## src/tpe_pkg.sv

```systemverilog
// Shared types, microcode codes and Q-format helpers for the Taylor evaluator.
// No dependencies.
`default_nettype none

package tpe_pkg;

	localparam int unsigned MaxTermsDef = 64;
	localparam int unsigned FracBitsDef = 20;
	localparam int unsigned DataW       = 32;

	typedef logic signed [DataW-1:0] q_t;

	// Microprogram addresses
	typedef logic [2:0] upc_t;
	localparam upc_t UPC_IDLE  = 3'd0;
	localparam upc_t UPC_FIRST = 3'd1;
	localparam upc_t UPC_PWR   = 3'd2;
	localparam upc_t UPC_RCP   = 3'd3;
	localparam upc_t UPC_COEF  = 3'd4;
	localparam upc_t UPC_ACC   = 3'd5;
	localparam upc_t UPC_SKIP  = 3'd6;

	typedef enum logic [1:0] {A_POWER, A_PROD, A_COEF} mul_a_t;
	typedef enum logic [1:0] {B_DELTA, B_RECIP, B_PROD} mul_b_t;
	typedef enum logic [1:0] {NX_DISPATCH, NX_NEXT, NX_DONE} next_t;

	typedef struct packed {
		mul_a_t mul_a;
		mul_b_t mul_b;
		logic   mul_en;
		logic   ld_first;
		logic   ld_power;
		logic   acc;
		logic   fin;
		next_t  nxt;
	} uword_t;

	typedef struct packed {
		logic idx_zero;
		logic idx_below_max;
		logic hold;
	} dp_status_t;

	function automatic q_t sat_q(input logic signed [63:0] v);
		if (v > 64'sd2147483647) begin
			return 32'sh7FFFFFFF;
		end else if (v < -64'sd2147483648) begin
			return 32'sh80000000;
		end
		return $signed(v[DataW-1:0]);
	endfunction

	// Round to nearest, ties up, then saturate.
	function automatic q_t rnd_sat(input logic signed [63:0] p, input int unsigned frac);
		logic signed [63:0] half;
		logic signed [63:0] r;
		half = 64'sd1 <<< (frac - 1);
		r = (p + half) >>> frac;
		return sat_q(r);
	endfunction

	// Sine series coefficients 0, +1, 0, -1 by term phase.
	function automatic q_t sine_coef(input logic [1:0] ph, input int unsigned frac);
		q_t one;
		one = q_t'(64'sd1 <<< frac);
		case (ph)
			2'd1: return one;
			2'd3: return -one;
			default: return '0;
		endcase
	endfunction

endpackage

`default_nettype wire

```

## src/taylor_polynomial_evaluator_core.sv

```systemverilog
// Taylor polynomial evaluator: one coefficient per transaction, Q format sum.
// Steps: a first term is accepted, then loaded; a later term is accepted, makes three passes
// through the one shared 32x32 multiplier, then accumulated; a term past MAX_TERMS is skipped.
// Throughput: one term in flight at a time, so a new term is taken once the last step is done.
// A result shows on value in the cycle after its final step and may wait while the next is taken.
// Reset (arst_n low, async) clears sequencer, sum, delta, index, sine_mode, out_valid; power=1.
`default_nettype none

module taylor_polynomial_evaluator_core #(
	parameter int unsigned MAX_TERMS = tpe_pkg::MaxTermsDef,
	parameter int unsigned FRAC_BITS = tpe_pkg::FracBitsDef
) (
	input  logic               clk,
	input  logic               arst_n,
	// configuration: sine_mode register
	input  logic               cfg_wr_en,
	input  logic               cfg_wr_data,
	// term input
	input  logic               in_valid,
	output logic               in_ready,
	input  logic signed [31:0] coefficient,
	input  logic signed [31:0] point,
	input  logic signed [31:0] center,
	input  logic               last_term,
	// result output
	output logic               out_valid,
	input  logic               out_ready,
	output logic signed [31:0] value
);

	tpe_pkg::upc_t       pc;
	tpe_pkg::uword_t     uw;
	tpe_pkg::dp_status_t status;
	logic                accept;

	// Control store: fetch the word for the current step
	tpe_ucode_rom u_rom (
		.pc (pc),
		.uw (uw)
	);

	// Step counter: dispatch on the term index at accept, advance through the
	// multiply steps, return to idle once the final step completes
	tpe_sequencer u_seq (
		.clk      (clk),
		.arst_n   (arst_n),
		.in_valid (in_valid),
		.uw       (uw),
		.status   (status),
		.pc       (pc),
		.in_ready (in_ready),
		.accept   (accept)
	);

	// Datapath: term recurrence power*delta*recip(i), then coefficient
	// product accumulated with saturation; the last term pushes the sum out
	tpe_datapath #(
		.MAX_TERMS (MAX_TERMS),
		.FRAC_BITS (FRAC_BITS)
	) u_dp (
		.clk         (clk),
		.arst_n      (arst_n),
		.cfg_wr_en   (cfg_wr_en),
		.cfg_wr_data (cfg_wr_data),
		.accept      (accept),
		.coefficient (coefficient),
		.point       (point),
		.center      (center),
		.last_term   (last_term),
		.uw          (uw),
		.status      (status),
		.out_ready   (out_ready),
		.out_valid   (out_valid),
		.value       (value)
	);

endmodule

`default_nettype wire

```

## src/tpe_ucode_rom.sv

```systemverilog
// Read-only control store: one control word per microprogram step.
// Depends on tpe_pkg.
`default_nettype none

module tpe_ucode_rom (
	input  tpe_pkg::upc_t   pc,
	output tpe_pkg::uword_t uw
);

	always_comb begin
		uw = '{mul_a: tpe_pkg::A_POWER, mul_b: tpe_pkg::B_DELTA, mul_en: 1'b0,
			ld_first: 1'b0, ld_power: 1'b0, acc: 1'b0, fin: 1'b0,
			nxt: tpe_pkg::NX_DISPATCH};
		case (pc)
			tpe_pkg::UPC_IDLE: begin
				uw.nxt = tpe_pkg::NX_DISPATCH;
			end
			tpe_pkg::UPC_FIRST: begin
				uw.ld_first = 1'b1;
				uw.fin      = 1'b1;
				uw.nxt      = tpe_pkg::NX_DONE;
			end
			tpe_pkg::UPC_PWR: begin
				uw.mul_en = 1'b1;
				uw.mul_a  = tpe_pkg::A_POWER;
				uw.mul_b  = tpe_pkg::B_DELTA;
				uw.nxt    = tpe_pkg::NX_NEXT;
			end
			tpe_pkg::UPC_RCP: begin
				uw.mul_en = 1'b1;
				uw.mul_a  = tpe_pkg::A_PROD;
				uw.mul_b  = tpe_pkg::B_RECIP;
				uw.nxt    = tpe_pkg::NX_NEXT;
			end
			tpe_pkg::UPC_COEF: begin
				uw.mul_en   = 1'b1;
				uw.mul_a    = tpe_pkg::A_COEF;
				uw.mul_b    = tpe_pkg::B_PROD;
				uw.ld_power = 1'b1;
				uw.nxt      = tpe_pkg::NX_NEXT;
			end
			tpe_pkg::UPC_ACC: begin
				uw.acc = 1'b1;
				uw.fin = 1'b1;
				uw.nxt = tpe_pkg::NX_DONE;
			end
			tpe_pkg::UPC_SKIP: begin
				uw.fin = 1'b1;
				uw.nxt = tpe_pkg::NX_DONE;
			end
			default: begin
				uw.nxt = tpe_pkg::NX_DISPATCH;
			end
		endcase
	end

endmodule

`default_nettype wire

```

## src/tpe_sequencer.sv

```systemverilog
// Microprogram counter with dispatch and done jumps; owns the input handshake.
// Depends on tpe_pkg.
`default_nettype none

module tpe_sequencer (
	input  logic                clk,
	input  logic                arst_n,
	input  logic                in_valid,
	input  tpe_pkg::uword_t     uw,
	input  tpe_pkg::dp_status_t status,
	output tpe_pkg::upc_t       pc,
	output logic                in_ready,
	output logic                accept
);

	tpe_pkg::upc_t pc_q;
	tpe_pkg::upc_t pc_d;

	assign pc       = pc_q;
	assign in_ready = (pc_q == tpe_pkg::UPC_IDLE);
	assign accept   = in_valid & in_ready;

	always_comb begin
		pc_d = pc_q;
		case (uw.nxt)
			tpe_pkg::NX_DISPATCH: begin
				if (accept) begin
					if (status.idx_zero) begin
						pc_d = tpe_pkg::UPC_FIRST;
					end else if (status.idx_below_max) begin
						pc_d = tpe_pkg::UPC_PWR;
					end else begin
						pc_d = tpe_pkg::UPC_SKIP;
					end
				end
			end
			tpe_pkg::NX_NEXT: begin
				pc_d = tpe_pkg::upc_t'(pc_q + 3'd1);
			end
			tpe_pkg::NX_DONE: begin
				// hold while the result cannot be handed over
				pc_d = status.hold ? pc_q : tpe_pkg::UPC_IDLE;
			end
			default: begin
				pc_d = tpe_pkg::UPC_IDLE;
			end
		endcase
	end

	always_ff @(posedge clk or negedge arst_n) begin
		if (!arst_n) begin
			pc_q <= tpe_pkg::UPC_IDLE;
		end else begin
			pc_q <= pc_d;
		end
	end

endmodule

`default_nettype wire

```

## src/tpe_datapath.sv

```systemverilog
// Shared multiplier, term state, reciprocal table and output register.
// Depends on tpe_pkg.
`default_nettype none

module tpe_datapath #(
	parameter int unsigned MAX_TERMS = tpe_pkg::MaxTermsDef,
	parameter int unsigned FRAC_BITS = tpe_pkg::FracBitsDef
) (
	input  logic                clk,
	input  logic                arst_n,
	input  logic                cfg_wr_en,
	input  logic                cfg_wr_data,
	input  logic                accept,
	input  logic signed [31:0]  coefficient,
	input  logic signed [31:0]  point,
	input  logic signed [31:0]  center,
	input  logic                last_term,
	input  tpe_pkg::uword_t     uw,
	output tpe_pkg::dp_status_t status,
	input  logic                out_ready,
	output logic                out_valid,
	output logic signed [31:0]  value
);

	localparam int unsigned TidxW  = $clog2(MAX_TERMS + 1);
	localparam int unsigned RidxW  = $clog2(MAX_TERMS);
	localparam int unsigned RDepth = 2 ** RidxW;
	localparam tpe_pkg::q_t QOne   = tpe_pkg::q_t'(64'sd1 <<< FRAC_BITS);

	// Reciprocal table round(2^FRAC_BITS / i), built at elaboration
	tpe_pkg::q_t recip_tab [RDepth];

	for (genvar gi = 0; gi < RDepth; gi++) begin : g_recip
		if (gi == 0) begin : g_zero
			assign recip_tab[gi] = QOne;
		end else begin : g_ent
			localparam longint RVal = ((64'sd1 <<< FRAC_BITS) + gi / 2) / gi;
			assign recip_tab[gi] = tpe_pkg::q_t'(RVal);
		end
	end

	logic               sine_q;
	tpe_pkg::q_t        coef_q;
	tpe_pkg::q_t        diff_q;
	logic               last_q;
	tpe_pkg::q_t        delta_q;
	tpe_pkg::q_t        power_q;
	tpe_pkg::q_t        sum_q;
	logic [TidxW-1:0]   index_q;
	logic signed [63:0] prod_q;
	tpe_pkg::q_t        value_q;
	logic               out_valid_q;

	tpe_pkg::q_t        x0;
	tpe_pkg::q_t        coef_eff;
	tpe_pkg::q_t        prod_rs;
	tpe_pkg::q_t        mul_a;
	tpe_pkg::q_t        mul_b;
	logic signed [63:0] mul_p;
	tpe_pkg::q_t        acc_sum;
	tpe_pkg::q_t        next_sum;
	logic               hold;
	logic               go;
	logic               emit;

	assign x0       = sine_q ? '0 : center;
	assign coef_eff = sine_q ? tpe_pkg::sine_coef(index_q[1:0], FRAC_BITS) : coefficient;
	assign prod_rs  = tpe_pkg::rnd_sat(prod_q, FRAC_BITS);

	always_comb begin
		case (uw.mul_a)
			tpe_pkg::A_POWER: mul_a = power_q;
			tpe_pkg::A_PROD:  mul_a = prod_rs;
			tpe_pkg::A_COEF:  mul_a = coef_q;
			default:          mul_a = power_q;
		endcase
		case (uw.mul_b)
			tpe_pkg::B_DELTA: mul_b = delta_q;
			tpe_pkg::B_RECIP: mul_b = recip_tab[index_q[RidxW-1:0]];
			tpe_pkg::B_PROD:  mul_b = prod_rs;
			default:          mul_b = delta_q;
		endcase
	end

	assign mul_p   = 64'(mul_a) * 64'(mul_b);
	assign acc_sum = tpe_pkg::sat_q(64'(sum_q) + 64'(prod_rs));

	always_comb begin
		if (uw.ld_first) begin
			next_sum = coef_q;
		end else if (uw.acc) begin
			next_sum = acc_sum;
		end else begin
			next_sum = sum_q;
		end
	end

	assign hold = uw.fin & last_q & out_valid_q & ~out_ready;
	assign go   = uw.fin & ~hold;
	assign emit = go & last_q;

	assign status.idx_zero      = (index_q == '0);
	assign status.idx_below_max = (index_q < TidxW'(MAX_TERMS));
	assign status.hold          = hold;

	assign out_valid = out_valid_q;
	assign value     = value_q;

	// item capture, multiplier product and output value
	always_ff @(posedge clk) begin
		if (accept) begin
			coef_q <= coef_eff;
			diff_q <= tpe_pkg::sat_q(64'(point) - 64'(x0));
			last_q <= last_term;
		end
		if (uw.mul_en) begin
			prod_q <= mul_p;
		end
		if (emit) begin
			value_q <= next_sum;
		end
	end

	always_ff @(posedge clk or negedge arst_n) begin
		if (!arst_n) begin
			sine_q      <= 1'b0;
			delta_q     <= '0;
			power_q     <= QOne;
			sum_q       <= '0;
			index_q     <= '0;
			out_valid_q <= 1'b0;
		end else begin
			if (cfg_wr_en) begin
				sine_q <= cfg_wr_data;
			end
			if (uw.ld_power) begin
				power_q <= prod_rs;
			end
			if (go) begin
				sum_q <= next_sum;
				if (uw.ld_first) begin
					delta_q <= diff_q;
				end
				if (last_q) begin
					index_q <= '0;
					power_q <= QOne;
				end else if (uw.ld_first) begin
					index_q <= TidxW'(1);
					power_q <= QOne;
				end else if (uw.acc) begin
					index_q <= TidxW'(index_q + 1'b1);
				end
			end
			if (emit) begin
				out_valid_q <= 1'b1;
			end else if (out_ready) begin
				out_valid_q <= 1'b0;
			end
		end
	end

endmodule

`default_nettype wire

```

## config.mk

```make
export PLATFORM = sky130hd
export DESIGN_NAME = taylor_polynomial_evaluator_core
export DESIGN_NICKNAME = d
export VERILOG_FILES = /design/src/tpe_pkg.sv /design/src/taylor_polynomial_evaluator_core.sv /design/src/tpe_ucode_rom.sv /design/src/tpe_sequencer.sv /design/src/tpe_datapath.sv
export SDC_FILE = /design/constraint.sdc
export NUM_CORES = 2
export LEC_CHECK = 0
export ABC_AREA = 1
export BUFFER_PORTS_ARGS = -buffer_cell sky130_fd_sc_hd__buf_2
export CORE_MARGIN = 8
export CORE_UTILIZATION = 60
export CTS_CLUSTER_DIAMETER = 100
export DETAILED_ROUTE_END_ITERATION = 8
export GPL_ROUTABILITY_DRIVEN = 0
export PLACE_DENSITY = 0.89
export SLEW_MARGIN = 5
export SYNTH_ARGS = -nofsm -noshare
export SYNTH_HDL_FRONTEND = slang
export SYNTH_SLANG_ARGS = --single-unit
```

## constraint.sdc

```tcl
create_clock -name clk -period 9.1 [get_ports clk]
set_input_delay 1.82 -clock clk [delete_from_list [all_inputs] [get_ports clk]]
set_output_delay 1.82 -clock clk [all_outputs]
set_load 0.02 [all_outputs]
```

==> results of run 1 <==
-- logic make-up after synthesis --
kind of cell | count (synthesis)
flops | 250
compound gates | 725
xor+xnor | 137
fa+ha+maj | 1348
buf+inv | 1721
mux | 29
simple gates | 2230
-- metrics by stage --
stage          cell area [um^2]  hold slack, ns  utilization, %
2_1_floorplan             53230          0.4555               -
3_3_place_gp              60700          0.4592           68.89
3_5_place_dp              60700          0.4740           68.89
4_1_cts                   64480          0.4871           73.19
-- routing by layer --
layer | GRT usage, % | GRT overflow
met5 | 57.38 | 4
met4 | 65.60 | 74
met3 | 69.45 | 37
met2 | 81.66 | 117
met1 | 67.45 | 30
-- what timing repair did --
item                       in CTS
pin swaps                     172
resized for setup             518
setup endpoints to repair      45
gates cloned                    7
setup buffers                  82
hold buffers                    0
==> out/results.ini, run 1 <==
[outcome]
status=aborted with a tool error
failing_step=5_1_grt
error_message=[ERROR GRT-0116] Global routing finished with congestion. Check the congestion regions in the DRC Viewer.

[logic_synthesis]
syn-instance-count=6440
yosysMostFrequentCell=inv_1
avgSynthCellArea_um2=8.264
ys_ff_latch=250
muxShareOfSynthArea_pct=0.6136
synth_top_area_share_pct=40.78
synth_edf_count=142
synth_top_area_cell=fa_1
synth_top_cells_by_count=inv_1 (1428), nand2_1 (1214), fa_1 (1084)
synthTopCellsByArea=fa_1 (41%), inv_1 (10%), nand2_1 (8.6%)
async_flop_share_pct=43.20
synth_fa_ha_area_share_pct=46.98
syn_area_um2=53220
yosysSeqAreaShare_pct=13.09
synth_xor_area_share_pct=2.255
synth_ff_type=edfxtp_1
synth_top_family_by_area=adder cells
yosys.area_share.simple_pct=16.59
yosys_warnings=0
synth_compound_area_share_pct=7.975
synth_fp_nets=7891
ys_types=63

[clocking]
cts.sinks=250
ctsLongestPathBuffers=3
cts_root_buffer=clkbuf_16
htreeDepth=1
cts_made_buffers=28

[global_routing]
grt_pass1_vias=72690
grt_max_degree=67
track_usage_pct=71.45
grt_overflow=262
grt_first_pass_wirelength_um=512600

[floorplan]
die_height_um=313.8
dieWidth_um=313.8
floorplan.initialDensity_pct=60.40
pin_count=137
num_rows=109

[placement]
place_ws_ns=-0.9762
portBuffers=136
dp_hpwl_um=170200
dpl.cell_count=8246

==> inputs of run 2 (changes only) <==
CORE_UTILIZATION = 40   (was 60)
CTS_CLUSTER_DIAMETER = not set   (was 100)
PLACE_DENSITY = not set   (was 0.89)
PLACE_DENSITY_LB_ADDON = 0.15   (was not set)
clock period = 11.85 ns   (was 9.1 ns; I/O delays follow)
==> out/results.ini, run 2 <==
[outcome]
status=completed

[clocking]
htreeDepth=1
cts_root_buffer=clkbuf_16
cts_tree=built
ctsHoldBuffers=0
post_cts_buffers=0
cts_resized=0
clkLatencyLatePin_ns=0.61
path_clk_slew_ns=0.06
ctsLongestPathBuffers=3
cts.sinks=250
cts_made_buffers=28

[timing]
fmaxAchievable_ghz=0.09018
tightest_slew_ns=1.279
setup_viol=0
finalHoldViolations=0
period_needed_ns=11.09
rsz0062_at_grt=no
hold_slack_ns=0.4768
relSlewSlack_pct=13.67
finClkSkew_ns=0.03183
post-route-period-util_pct=93.58
maxSlewViolCount=0
tns_ns=0

[logic_synthesis]
synth_fp_nets=7891
avgSynthCellArea_um2=8.264
yosysSeqAreaShare_pct=13.09
synth_top_area_share_pct=40.78
synthTopCellsByArea=fa_1 (41%), inv_1 (10%), nand2_1 (8.6%)
yosysMostFrequentCell=inv_1
synth_ff_type=edfxtp_1
yosys_warnings=0
syn_area_um2=53220
ys_ff_latch=250
ys_types=63
syn-instance-count=6440
synth_top_area_cell=fa_1
synth_top_cells_by_count=inv_1 (1428), nand2_1 (1214), fa_1 (1084)
synth_edf_count=142
async_flop_share_pct=43.20

[routing]
top_layer_used=met5
met1_length_um=83630
firstDrtPassIters=8
drc=0
wl_per_cell_um=23.86
vias=44520
met3_length_um=19500
drtAntennaViolNets=0
wl_met2_um=86350
drt_wl_total_um=198100
vias_per_cell=5.363
first_iter_violations=4184

[global_routing]
grt_first_pass_wirelength_um=298500
grt_max_degree=67
track_usage_pct=26.96
grt_pass1_vias=46430
grt_overflow=0
antenna_found_initial=4

[setup_path]
cpMaxStageDelayCell=fa_1
crit_type=register to register
crit_path_end_kind=register
start_kind=register
cpPeakStageDelay_ns=0.71
critPathArrivalTime_ns=11.51
cp_max_fo=18
crit_required_ns=12.27
critPathMostFrequentCell=fa_1

[finish]
largest_reg_flops=45
drive_gt1_share_pct=7.609
final_common_cell=inv_1
top_register=u_dp.prod_q
layout.cells.non_filler=8302
num-nets-final=7961
most-common-layout-cells=inv_1 (1425), nand2_1 (1214), fa_1 (1084)
syn_to_final_growth_pct=7.462
num-fill-cells=13540

[floorplan]
dieWidth_um=380.8
die_height_um=380.8
die_area_um2=145000
num_rows=134
pin_count=137
core_um2=132800
floorplan.initialDensity_pct=40.08

[run]
maxCapViolations=0

[placement]
portBuffers=136
dp_hpwl_um=164500
dpl.cell_count=8248

[worst_hold_path]
hold_class=register to register

## run 2: cell counts after synthesis
Identical to the previous run, type by type.
## run 2: worst paths after layout
kind | slack (ns) | depth (start not counted) | to | from
max reg2reg | 0.76 | 40 | u_dp.prod_q[53]$_DFFE_PN_ | u_dp.prod_q[22]$_DFFE_PN_
min | 0.48 | 1 | u_dp.delta_q[7]$_DFFE_PN0P_ | u_dp.diff_q[7]$_DFFE_PP_
min reg2reg | 0.48 | 1 | u_dp.delta_q[7]$_DFFE_PN0P_ | u_dp.diff_q[7]$_DFFE_PP_
max in group asynchronous | 8.69 | 2 | u_dp.power_q[30]$_DFF_PN0_ | arst_n
min in group asynchronous | 1.86 | 1 | u_dp.index_q[1]$_DFFE_PN0P_ | arst_n
max | 0.76 | 40 | u_dp.prod_q[53]$_DFFE_PN_ | u_dp.prod_q[22]$_DFFE_PN_
## run 2: cells by family after synthesis
| kind of cell | share of synthesized area [%] |
|---|---|
| AO/OA/AOI/OAI | 7.975 |
| AND/OR/NAND/NOR | 16.59 |
| XOR/XNOR | 2.255 |
| adder cells (fa/ha/maj) | 46.98 |
| multiplexers | 0.6136 |
| buffers and inverters | 12.49 |
| flip-flops | 13.09 |
## run 2: layout make-up
cell class                      instances  area [um^2]  share of cell area, %
Antenna cell                            2        5.005               0.008751
Multi-Input combinational cell       4469        39670                  69.37
Clock inverter                         16        186.4                 0.3260
Tap cell                             1768         2212                  3.868
Clock buffer                           36        740.7                  1.295
Sequential cell                       250         6968                  12.18
Timing Repair Buffer                  289         1882                  3.291
Inverter                             1472         5525                  9.662
## run 2: per-stage QoR
stage          worst slack [ns]  util [%]  cell area (um^2)
3_3_place_gp             0.5452     42.37             56260
5_1_grt                 0.08579     43.06             57180
2_1_floorplan             2.435         -             53220
3_5_place_dp             0.6073     42.37             56260
6_report                 0.7610     43.07             57190
4_1_cts                  0.5688     43.06             57180
## run 2: per-layer routing
layer	up-vias	GRT usage, %
li1	19410	-
met1	22650	37.40
met2	2116	41.68
met3	350	6.098
met4	2	9.193
met5	-	0
## run 2: critical path, delay by kind of cell, from the launching register on
kind                       cells  cell delay (ns)
and+or+nand+nor               17             2.29
buffers and inverters          8             1.22
AOI/OAI and AO/OA              5             1.67
DFF                            1             0.45
xor gates and xnor gates       1             0.29
adders and majority gates      9             4.91
Power of run 2 is not shown: default switching activity piles up to over one toggle a cycle in this logic, so the estimate is an artifact.
